## config.mk

```make
export PLATFORM = sky130hd
export DESIGN_NAME = weighted_majority_window_vote_flat
export DESIGN_NICKNAME = d
export VERILOG_FILES = /design/src/sv/wmwv_pkg.sv /design/src/sv/wmwv_if.sv /design/src/sv/weighted_majority_window_vote.sv /design/src/flat_wrapper.sv
export SDC_FILE = /design/constraint.sdc
export NUM_CORES = 2
export LEC_CHECK = 0
export BUFFER_PORTS_ARGS = -buffer_cell sky130_fd_sc_hd__buf_2
export CAP_MARGIN = 20
export CORE_ASPECT_RATIO = 1.5
export CORE_UTILIZATION = 60
export DETAILED_ROUTE_END_ITERATION = 16
export PLACE_DENSITY = 0.88
export SYNTH_ARGS = -nofsm -noshare
export SYNTH_HDL_FRONTEND = slang
export SYNTH_SLANG_ARGS = --single-unit
```

## constraint.sdc

```tcl
create_clock -name i_clk -period 44.1 [get_ports i_clk]
set_clock_uncertainty 0.05 [all_clocks]
set_input_delay 6.615 -clock i_clk [delete_from_list [all_inputs] [get_ports i_clk]]
set_output_delay 6.615 -clock i_clk [all_outputs]
set_load 0.1 [all_outputs]
```

## src/sv/wmwv_pkg.sv

```systemverilog
// Types and constants of the weighted majority window vote block.
package wmwv_pkg;

    typedef logic [7:0]  t_label;
    typedef logic [15:0] t_votes;
    typedef logic [7:0]  t_weight;

    localparam t_label  NODATA_LABEL        = 8'd255;
    localparam t_votes  VOTE_MAX            = 16'hFFFF;
    localparam t_weight CENTER_WEIGHT_RESET = 8'd1;
    localparam t_weight PLAIN_WEIGHT        = 8'd1;

endpackage

```

## src/sv/wmwv_if.sv

```systemverilog
// Handshake interfaces for pixel items, result items and configuration writes.
interface wmwv_in_if import wmwv_pkg::*; ();
    logic   valid;
    logic   ready;
    t_label pixel_label;
    logic   is_center;
    logic   window_last;

    modport source (output valid, output pixel_label, output is_center,
                    output window_last, input ready);
    modport sink   (input valid, input pixel_label, input is_center,
                    input window_last, output ready);
endinterface

interface wmwv_out_if import wmwv_pkg::*; ();
    logic   valid;
    logic   ready;
    t_label filtered_label;
    logic   nodata_hit;
    t_votes winning_votes;

    modport source (output valid, output filtered_label, output nodata_hit,
                    output winning_votes, input ready);
    modport sink   (input valid, input filtered_label, input nodata_hit,
                    input winning_votes, output ready);
endinterface

interface wmwv_cfg_if import wmwv_pkg::*; ();
    logic    valid;
    logic    ready;
    t_weight center_weight;

    modport source (output valid, output center_weight, input ready);
    modport sink   (input valid, input center_weight, output ready);
endinterface

```

## src/sv/weighted_majority_window_vote.sv

```systemverilog
// Weighted majority vote over a window of labels: one pixel item per cycle sustained.
// The window's last pixel item passes the vote stage register, then the result register that drives o_res.
// Throughput is set by the vote memory read-modify-write, one read and one write per cycle,
// with forwarding of the previous write; only a stalled result holds the last pixel item.
// Synchronous active-low reset clears the seen bits, running winner and handshake state;
// the vote memory needs no clearing pass since entries are only read when marked seen.
module weighted_majority_window_vote import wmwv_pkg::*; #(
    parameter int LABEL_COUNT = 256
) (
    input  logic i_clk,
    input  logic i_rst_n,
    wmwv_in_if.sink    i_pix,
    wmwv_out_if.source o_res,
    wmwv_cfg_if.sink   i_cfg
);

    localparam int         LW          = $clog2(LABEL_COUNT);
    localparam logic [8:0] LABEL_LIMIT = 9'(LABEL_COUNT);

    // Configuration register.
    t_weight r_center_weight;

    // Vote memory and its registered read data.
    t_votes            r_votes_mem [LABEL_COUNT];
    t_votes            r_rd_data;
    logic [LABEL_COUNT-1:0] r_seen;
    logic [LABEL_COUNT-1:0] n_seen;

    // Vote stage registers.
    logic    r_s1_valid;
    t_label  r_s1_label;
    logic    r_s1_center;
    logic    r_s1_last;

    // Last write, kept for forwarding into the next read.
    logic          r_fwd_valid;
    logic [LW-1:0] r_fwd_idx;
    t_votes        r_fwd_count;

    // Running window state.
    t_label r_best_label;
    t_votes r_best_votes;
    t_label r_center_label;
    logic   r_nodata;
    t_label n_best_label;
    t_votes n_best_votes;
    t_label n_center_label;
    logic   n_nodata;

    // Result register.
    logic   r_out_valid;
    t_label r_out_label;
    logic   r_out_nodata;
    t_votes r_out_votes;

    logic          advance;
    logic          accept;
    logic [LW-1:0] in_idx;
    logic [LW-1:0] s1_idx;
    logic          s1_vote;
    t_votes        base;
    t_weight       weight;
    logic [16:0]   sum;
    t_votes        count;
    logic          better;

    // The pipeline moves unless a finished window waits behind a stalled result.
    assign advance = !(r_s1_valid && r_s1_last && r_out_valid && !o_res.ready);
    assign accept  = i_pix.valid && advance;
    assign in_idx  = i_pix.pixel_label[LW-1:0];
    assign i_pix.ready = advance;
    assign i_cfg.ready = 1'b1;

    always_ff @(posedge i_clk) begin
        if (!i_rst_n) begin
            r_center_weight <= CENTER_WEIGHT_RESET;
        end else if (i_cfg.valid) begin
            r_center_weight <= i_cfg.center_weight;
        end
    end

    // Read port: issued as the pixel item is accepted.
    always_ff @(posedge i_clk) begin
        if (accept) begin
            r_rd_data <= r_votes_mem[in_idx];
        end
    end

    // Write port: the updated count of the item in the vote stage.
    always_ff @(posedge i_clk) begin
        if (advance && s1_vote) begin
            r_votes_mem[s1_idx] <= count;
        end
    end

    // Vote arithmetic with forwarding of the previous same-label write.
    always_comb begin
        s1_idx  = r_s1_label[LW-1:0];
        s1_vote = r_s1_valid && (r_s1_label != NODATA_LABEL)
                  && ({1'b0, r_s1_label} < LABEL_LIMIT);
        if (!r_seen[s1_idx]) begin
            base = '0;
        end else if (r_fwd_valid && (r_fwd_idx == s1_idx)) begin
            base = r_fwd_count;
        end else begin
            base = r_rd_data;
        end
        weight = r_s1_center ? r_center_weight : PLAIN_WEIGHT;
        sum    = {1'b0, base} + {9'd0, weight};
        count  = sum[16] ? VOTE_MAX : sum[15:0];
        better = (count > r_best_votes)
                 || ((count == r_best_votes) && (r_s1_label < r_best_label));
    end

    // Next window state including the item in the vote stage.
    always_comb begin
        n_best_label   = r_best_label;
        n_best_votes   = r_best_votes;
        n_center_label = r_s1_center ? r_s1_label : r_center_label;
        n_nodata       = r_nodata || (r_s1_label == NODATA_LABEL);
        n_seen         = r_seen;
        if (s1_vote) begin
            n_seen[s1_idx] = 1'b1;
            if (better) begin
                n_best_label = r_s1_label;
                n_best_votes = count;
            end
        end
    end

    // Stage and window registers.
    always_ff @(posedge i_clk) begin
        if (!i_rst_n) begin
            r_s1_valid     <= 1'b0;
            r_fwd_valid    <= 1'b0;
            r_seen         <= '0;
            r_best_label   <= '0;
            r_best_votes   <= '0;
            r_center_label <= '0;
            r_nodata       <= 1'b0;
        end else if (advance) begin
            r_s1_valid  <= accept;
            r_fwd_valid <= s1_vote;
            if (r_s1_valid) begin
                if (r_s1_last) begin
                    r_seen         <= '0;
                    r_best_label   <= '0;
                    r_best_votes   <= '0;
                    r_center_label <= '0;
                    r_nodata       <= 1'b0;
                end else begin
                    r_seen         <= n_seen;
                    r_best_label   <= n_best_label;
                    r_best_votes   <= n_best_votes;
                    r_center_label <= n_center_label;
                    r_nodata       <= n_nodata;
                end
            end
        end
    end

    // Payload of the vote stage and forwarding register.
    always_ff @(posedge i_clk) begin
        if (advance) begin
            r_s1_label  <= i_pix.pixel_label;
            r_s1_center <= i_pix.is_center;
            r_s1_last   <= i_pix.window_last;
            r_fwd_idx   <= s1_idx;
            r_fwd_count <= count;
        end
    end

    // Result register, loaded at the end of each window.
    always_ff @(posedge i_clk) begin
        if (!i_rst_n) begin
            r_out_valid <= 1'b0;
        end else if (advance && r_s1_valid && r_s1_last) begin
            r_out_valid <= 1'b1;
        end else if (o_res.ready) begin
            r_out_valid <= 1'b0;
        end
    end

    always_ff @(posedge i_clk) begin
        if (advance && r_s1_valid && r_s1_last) begin
            r_out_nodata <= n_nodata;
            r_out_label  <= n_nodata ? n_center_label : n_best_label;
            r_out_votes  <= n_nodata ? '0 : n_best_votes;
        end
    end

    assign o_res.valid          = r_out_valid;
    assign o_res.filtered_label = r_out_label;
    assign o_res.nodata_hit     = r_out_nodata;
    assign o_res.winning_votes  = r_out_votes;

endmodule

```

## src/flat_wrapper.sv

```systemverilog
// flat-port wrapper written by rule: the top's interface ports become plain ports
module weighted_majority_window_vote_flat import wmwv_pkg::*;
#(
    parameter int LABEL_COUNT = 256
)
  (i_clk, i_rst_n, i_pix_valid, i_pix_pixel_label, i_pix_is_center, i_pix_window_last, i_pix_ready, o_res_valid, o_res_filtered_label, o_res_nodata_hit, o_res_winning_votes, o_res_ready, i_cfg_valid, i_cfg_center_weight, i_cfg_ready);
  wmwv_in_if i_pix_i ();
  wmwv_out_if o_res_i ();
  wmwv_cfg_if i_cfg_i ();
  input  logic i_clk;
  input  logic i_rst_n;
  input wire logic [$bits(i_pix_i.valid)-1:0] i_pix_valid;
  input wire logic [$bits(i_pix_i.pixel_label)-1:0] i_pix_pixel_label;
  input wire logic [$bits(i_pix_i.is_center)-1:0] i_pix_is_center;
  input wire logic [$bits(i_pix_i.window_last)-1:0] i_pix_window_last;
  output wire logic [$bits(i_pix_i.ready)-1:0] i_pix_ready;
  output wire logic [$bits(o_res_i.valid)-1:0] o_res_valid;
  output wire logic [$bits(o_res_i.filtered_label)-1:0] o_res_filtered_label;
  output wire logic [$bits(o_res_i.nodata_hit)-1:0] o_res_nodata_hit;
  output wire logic [$bits(o_res_i.winning_votes)-1:0] o_res_winning_votes;
  input wire logic [$bits(o_res_i.ready)-1:0] o_res_ready;
  input wire logic [$bits(i_cfg_i.valid)-1:0] i_cfg_valid;
  input wire logic [$bits(i_cfg_i.center_weight)-1:0] i_cfg_center_weight;
  output wire logic [$bits(i_cfg_i.ready)-1:0] i_cfg_ready;
  assign i_pix_i.valid = i_pix_valid;
  assign i_pix_i.pixel_label = i_pix_pixel_label;
  assign i_pix_i.is_center = i_pix_is_center;
  assign i_pix_i.window_last = i_pix_window_last;
  assign i_pix_ready = i_pix_i.ready;
  assign o_res_valid = o_res_i.valid;
  assign o_res_filtered_label = o_res_i.filtered_label;
  assign o_res_nodata_hit = o_res_i.nodata_hit;
  assign o_res_winning_votes = o_res_i.winning_votes;
  assign o_res_i.ready = o_res_ready;
  assign i_cfg_i.valid = i_cfg_valid;
  assign i_cfg_i.center_weight = i_cfg_center_weight;
  assign i_cfg_ready = i_cfg_i.ready;
  weighted_majority_window_vote #(.LABEL_COUNT(LABEL_COUNT)) u_core (.i_clk(i_clk), .i_rst_n(i_rst_n), .i_pix(i_pix_i), .o_res(o_res_i), .i_cfg(i_cfg_i));
endmodule
```

==> results by group, run 1 <==
Clocking
  – Postcts setup bufs: 0
  – Post_cts resized: 0
  – Clock root buffer: clkbuf_16
  – Clock sinks: 4471
  – Hold buffers post-CTS: 0
  – H-tree levels: 5
  – CTS buffer count: 372
  – Bufs on Longest Clock Path: 4

Place
  – Worst slack, placed: 27650 ps
  – DP Wirelength: just over 300000 um
  – Routability cong.: 0.9358
  – Port Buffer Count: 49

Synthesis
  – Post-synth EDFFs: 4171
  – Flop and latch count out of synthesis: approximately 4500
  – Synth Warn #: 0
  – Yosys cell types: 57
  – Dominant synthesized flop cell: edfxtp_1
  – Gate count after technology mapping: about 7600
  – Post-synthesis async set-or-reset flop share: 0%
  – XOR/XNOR Fraction of Synth Area: less than 1%
  – Seq/Total Area, Yosys: 76.55%
  – Mux cell area share after synthesis: 18.88%
  – Largest family of logic cells by synthesized area: multiplexers
  – Synthesized cell area: 0.1715 mm2
  – Post-Synth Simple-Gate Area: 2.173%
  – Compound-Gate Fraction of Synth Area: less than 1%
  – Adder-Cell Fraction of Synth Area: less than 1%
  – Avg Inst Size Synth: ~22 um2

Floorplanning
  – Initial core utilization: 60.23%
  – IO Count: 51
  – Die W: 438.5 um
  – Row Count: 240
  – Die Y: around 660 um

Outcome
  – Last stage: global routing
  – Status: stopped before the end
  – Error: [ERROR GRT-0116] Global routing finished with congestion. Check the congestion regions in the DRC Viewer.

GRT
  – Overflow after GRT: 21
  – Pin count of the biggest net entering global routing: 259
  – Vias in the first global route: 108700
  – First-pass GRT wire length: 941400 um
  – GRT Total Usage: 48.69%
==> cells by family after synthesis <==
group / after synthesis
adders and majority gates: 32
muxes: 1466
and+or+nand+nor: 945
other: 2
DFF: 4471
buffers and inverters: 459
xor gates and xnor gates: 21
AOI/OAI and AO/OA: 243
==> metrics by stage <==
step	instance area [um2]	util, %	hold WS [ps]	instances
floorplan	171500	-	355.1	7654
global placement	177800	62.47	363.3	11390
detailed placement	177900	62.49	406.8	11390
CTS	190400	66.89	444.2	12070
==> cell usage after synthesis, drive strengths merged (13+ instances only) <==
master | instances | area (um2)
nor2 | 780 | 2928
xnor2 | 15 | 131.4
nand2 | 77 | 289.0
o21ai | 31 | 155.1
mux2i | 50 | 500.5
a22oi | 15 | 112.6
edfxtp | 4171 | 125300
a31oi | 13 | 81.33
nand3 | 26 | 130.1
a221oi | 19 | 166.4
dfxtp | 300 | 6006
a21oi | 86 | 430.4
mux4 | 1415 | 31870
clkbuf | 262 | 983.4
nor3 | 15 | 80.08
inv | 37 | 138.9
ha | 31 | 387.9
buf | 158 | 754.5
o21ba | 16 | 160.2
==> layer usage <==
layer | GRT overflow | track usage [%]
met1 | 1 | 49.35
met2 | 8 | 67.44
met3 | 6 | 30.54
met4 | 5 | 42.79
met5 | 1 | 17.27
==> run 2, diff against run 1 <==
--- a/config.mk
+++ b/config.mk
@@ -7,10 +7,9 @@
 export LEC_CHECK = 0
 export BUFFER_PORTS_ARGS = -buffer_cell sky130_fd_sc_hd__buf_2
 export CAP_MARGIN = 20
-export CORE_ASPECT_RATIO = 1.5
-export CORE_UTILIZATION = 60
+export CORE_UTILIZATION = 40
 export DETAILED_ROUTE_END_ITERATION = 16
-export PLACE_DENSITY = 0.88
+export PLACE_DENSITY_LB_ADDON = 0.15
 export SYNTH_ARGS = -nofsm -noshare
 export SYNTH_HDL_FRONTEND = slang
 export SYNTH_SLANG_ARGS = --single-unit
==> run 2 against run 1 <==
Compared with the run above:
- the run now ends clean
- synthesized area stayed put
- synthesized cell count unchanged
==> results by group, run 2 <==
Clocking
  – Clk_lat worst skew: 1030 ps
  – CTS buffer count: 470
  – Clock root buffer: clkbuf_16
  – Post_cts resized: 0
  – Postcts setup bufs: 0
  – Hold buffers post-CTS: 0
  – H-tree levels: 5
  – Clk slew on worst S/H paths: 60 ps
  – Clock sinks: 4471
  – Bufs on Longest Clock Path: 4
  – CTS tree: built

Setup path
  – Critical path class: input pin to output pin
  – Delay-heaviest family, CP: buffers and inverters
  – Worst Path Max Fanout: 14
  – Slowest CP cell: buf_2
  – FF-to-FF Start: u_core.r_s1_label[0]
  – R2R setup slack: approximately 33000 ps
  – CP endpoint kind: output pin
  – Reg2reg end: u_core.o_res.filtered_label[7]
  – Crit path DAT: 8120 ps
  – R2R cell count: 30
  – Buf/Inv on CP: 3
  – CP startpoint kind: input pin
  – Critical path cell sequence: buf_2 -> nand2b_1 -> nor2_1 -> inv_2 -> buf_2
  – Crit path top cell by count: buf_2
  – Crit-path max cell delay: roughly 400 ps
  – Worst endpoint required time: 37430 ps

Floorplanning
  – Die Y: approximately 660 um
  – IO Count: 51
  – Core Area: 0.4270 mm2
  – Die area: 0.4313 mm2
  – Die W: 656.7 um
  – Row Count: 240
  – Initial core utilization: 40.16%

Timing
  – F_max: 0.06764 GHz
  – Final Setup Violations: 0
  – Pins Over Slew Limit: 0
  – Total negative slack: 0 ps
  – Final hold vios: 0
  – Worst slew pin tran: 1224 ps
  – RSZ-0062 raised after global routing: no
  – Rel. slew slack: 17.65%
  – Part of the cycle the worst path needs: 33.52%
  – Tmin final: 14780 ps

Finish
  – Commonest non-fill, non-tap cell in the layout: edfxtp_1
  – Non-Filler Instances: 14200
  – Share of cells above drive strength 1: 32.21%
  – Max reg flops: 4096
  – Largest register by flop count: u_core.r_votes_mem
  – Final #Nets: approximately 8100
  – Util after Layout: 45.99%
  – Area delta synth->final: 14.53%
  – Most frequent cells in the layout: edfxtp_1, mux4_2, nor2_1
  – Largest regs: u_core.r_votes_mem: 4096 flops, u_core.r_seen: 256 flops

Synthesis
  – Top post-synthesis cells by count: edfxtp_1, mux4_2, nor2_1
  – Synth Warn #: 0
  – Post-synthesis async set-or-reset flop share: 0%
  – Area leader, netlist: edfxtp_1
  – Gate count after technology mapping: between 7000 and 8000
  – Flop and latch count out of synthesis: 4471
  – Seq/Total Area, Yosys: 76.55%
  – Top area cells in the synthesized netlist: edfxtp_1, mux4_2, dfxtp_1
  – Dominant synthesized flop cell: edfxtp_1
  – Top cell type's share of synthesized area: 73.04%
  – Post-synth EDFFs: 4171
  – Avg Inst Size Synth: 22.45 um2
  – Synthesized cell area: 0.1715 mm2
  – Yosys cell types: 57
  – Count leader, synth: edfxtp_1

Power
  – Leak Pwr: 61.17 nW
  – Maximum vdd drop: 0.03766 mV
  – PnR Total Power: 9.220 mW
  – PwrDens: 46.95 mW/mm2

Detailed routing
  – Vias after detailed routing: 82320
  – Wire per inst: ~34 um
  – Drt first pass iters: 6
  – Metal3 WL: roughly 30000 um
  – WL met1: 205000 um
  – Residual DRC: 0
  – Via density: 5.798
  – Post-route ant nets: 0
  – Post-Route WL: 479500 um
  – Met2 wire length: 231000 um
  – Uppermost layer routed: met5
  – Initial drt markers: 9833

Outcome
  – Status: finished clean

GRT
  – Pin count of the biggest net entering global routing: 196
  – First-pass GRT wire length: about 670000 um
  – GRT Total Usage: 21.98%
  – Initial antenna violation count: 33
  – Vias in the first global route: 83400
  – Overflow after GRT: 0

Place
  – Routability cong.: slightly below 0.9
  – # placed instances: 13280
  – DP Wirelength: 275400 um
  – Port Buffer Count: between 40 and 50

Flow run
  – Max-cap violations: 0

Worst hold path
  – Hold_sp: u_core.r_seen[255]
  – WHS Path Cells: 2
  – Worst Hold Endpoint: u_core.r_seen[255]
  – Worst min path class: flop to flop
run 2: cell counts after synthesis:
No cell type changed its count.
run 2: worst max path at each step:
stage / from / end / slack, ps / cells past startpoint
floorplan: o_res_ready / i_pix_ready / 29360 / 3
global placement: o_res_ready / i_pix_ready / 29250 / 5
detailed placement: o_res_ready / i_pix_ready / 29300 / 5
CTS: o_res_ready / i_pix_ready / 29310 / 5
global route: o_res_ready / i_pix_ready / 29310 / 5
finish: o_res_ready / i_pix_ready / 29320 / 5
run 2: area by class of cell:
cell class	instances	area, um2
diodes	21	52.55
clock buffers	624	12790
clock inverters	257	2282
fillers	35340	230600
inverters	39	153.9
multi-input cells	2724	39630
flip-flops and latches	4471	131300
well taps	5687	7116
repair buffers	375	3099
run 2: cells by family after synthesis:
kind of cell	Yosys count	synth area share [%]
flip-flops	4471	76.55
multiplexers	1466	18.88
AND/OR/NAND/NOR	945	2.173
buffers and inverters	459	1.099
AO/OA/AOI/OAI	243	0.9479
adder cells (fa/ha/maj)	32	0.2379
XOR/XNOR	21	0.1073
other	2	0.004380
run 2: power breakdown:
group          internal [mW]  switching [mW]  leakage, nW
combinational          0.177           0.410         13.3
sequential              4.76         0.00748         40.5
clock                   2.22            1.65         7.38
run 2: per-stage QoR:
stage,setup slack [ps],hold WS (ps),instance area [um2]
floorplan,29360,355.1,171500
global route,29310,423.1,196300
global placement,29250,379.6,180900
detailed placement,29300,380.9,180900
finish,29320,389.6,196400
CTS,29310,389.1,196000
run 2: worst reg2reg max path: cells and delay by family, from the launching register on:
kind / cells / cell delay, ps
AO/OA/AOI/OAI: 13 / 3130
adder cells (fa/ha/maj): 3 / 1250
AND/OR/NAND/NOR: 9 / 3560
buffers and inverters: 4 / 1500
flip-flops: 1 / 590
multiplexers: 1 / 750
run 2: per-layer routing:
| metal | vias up | global-route usage [%] |
|---|---|---|
| met2 | 2857 | 35.52 |
| met5 | - | 0 |
| met1 | 45770 | 31.39 |
| met4 | 4 | 5.395 |
| met3 | 635 | 3.552 |
| li1 | 33050 | - |
Note: power is estimated with default switching activity, not from simulation.
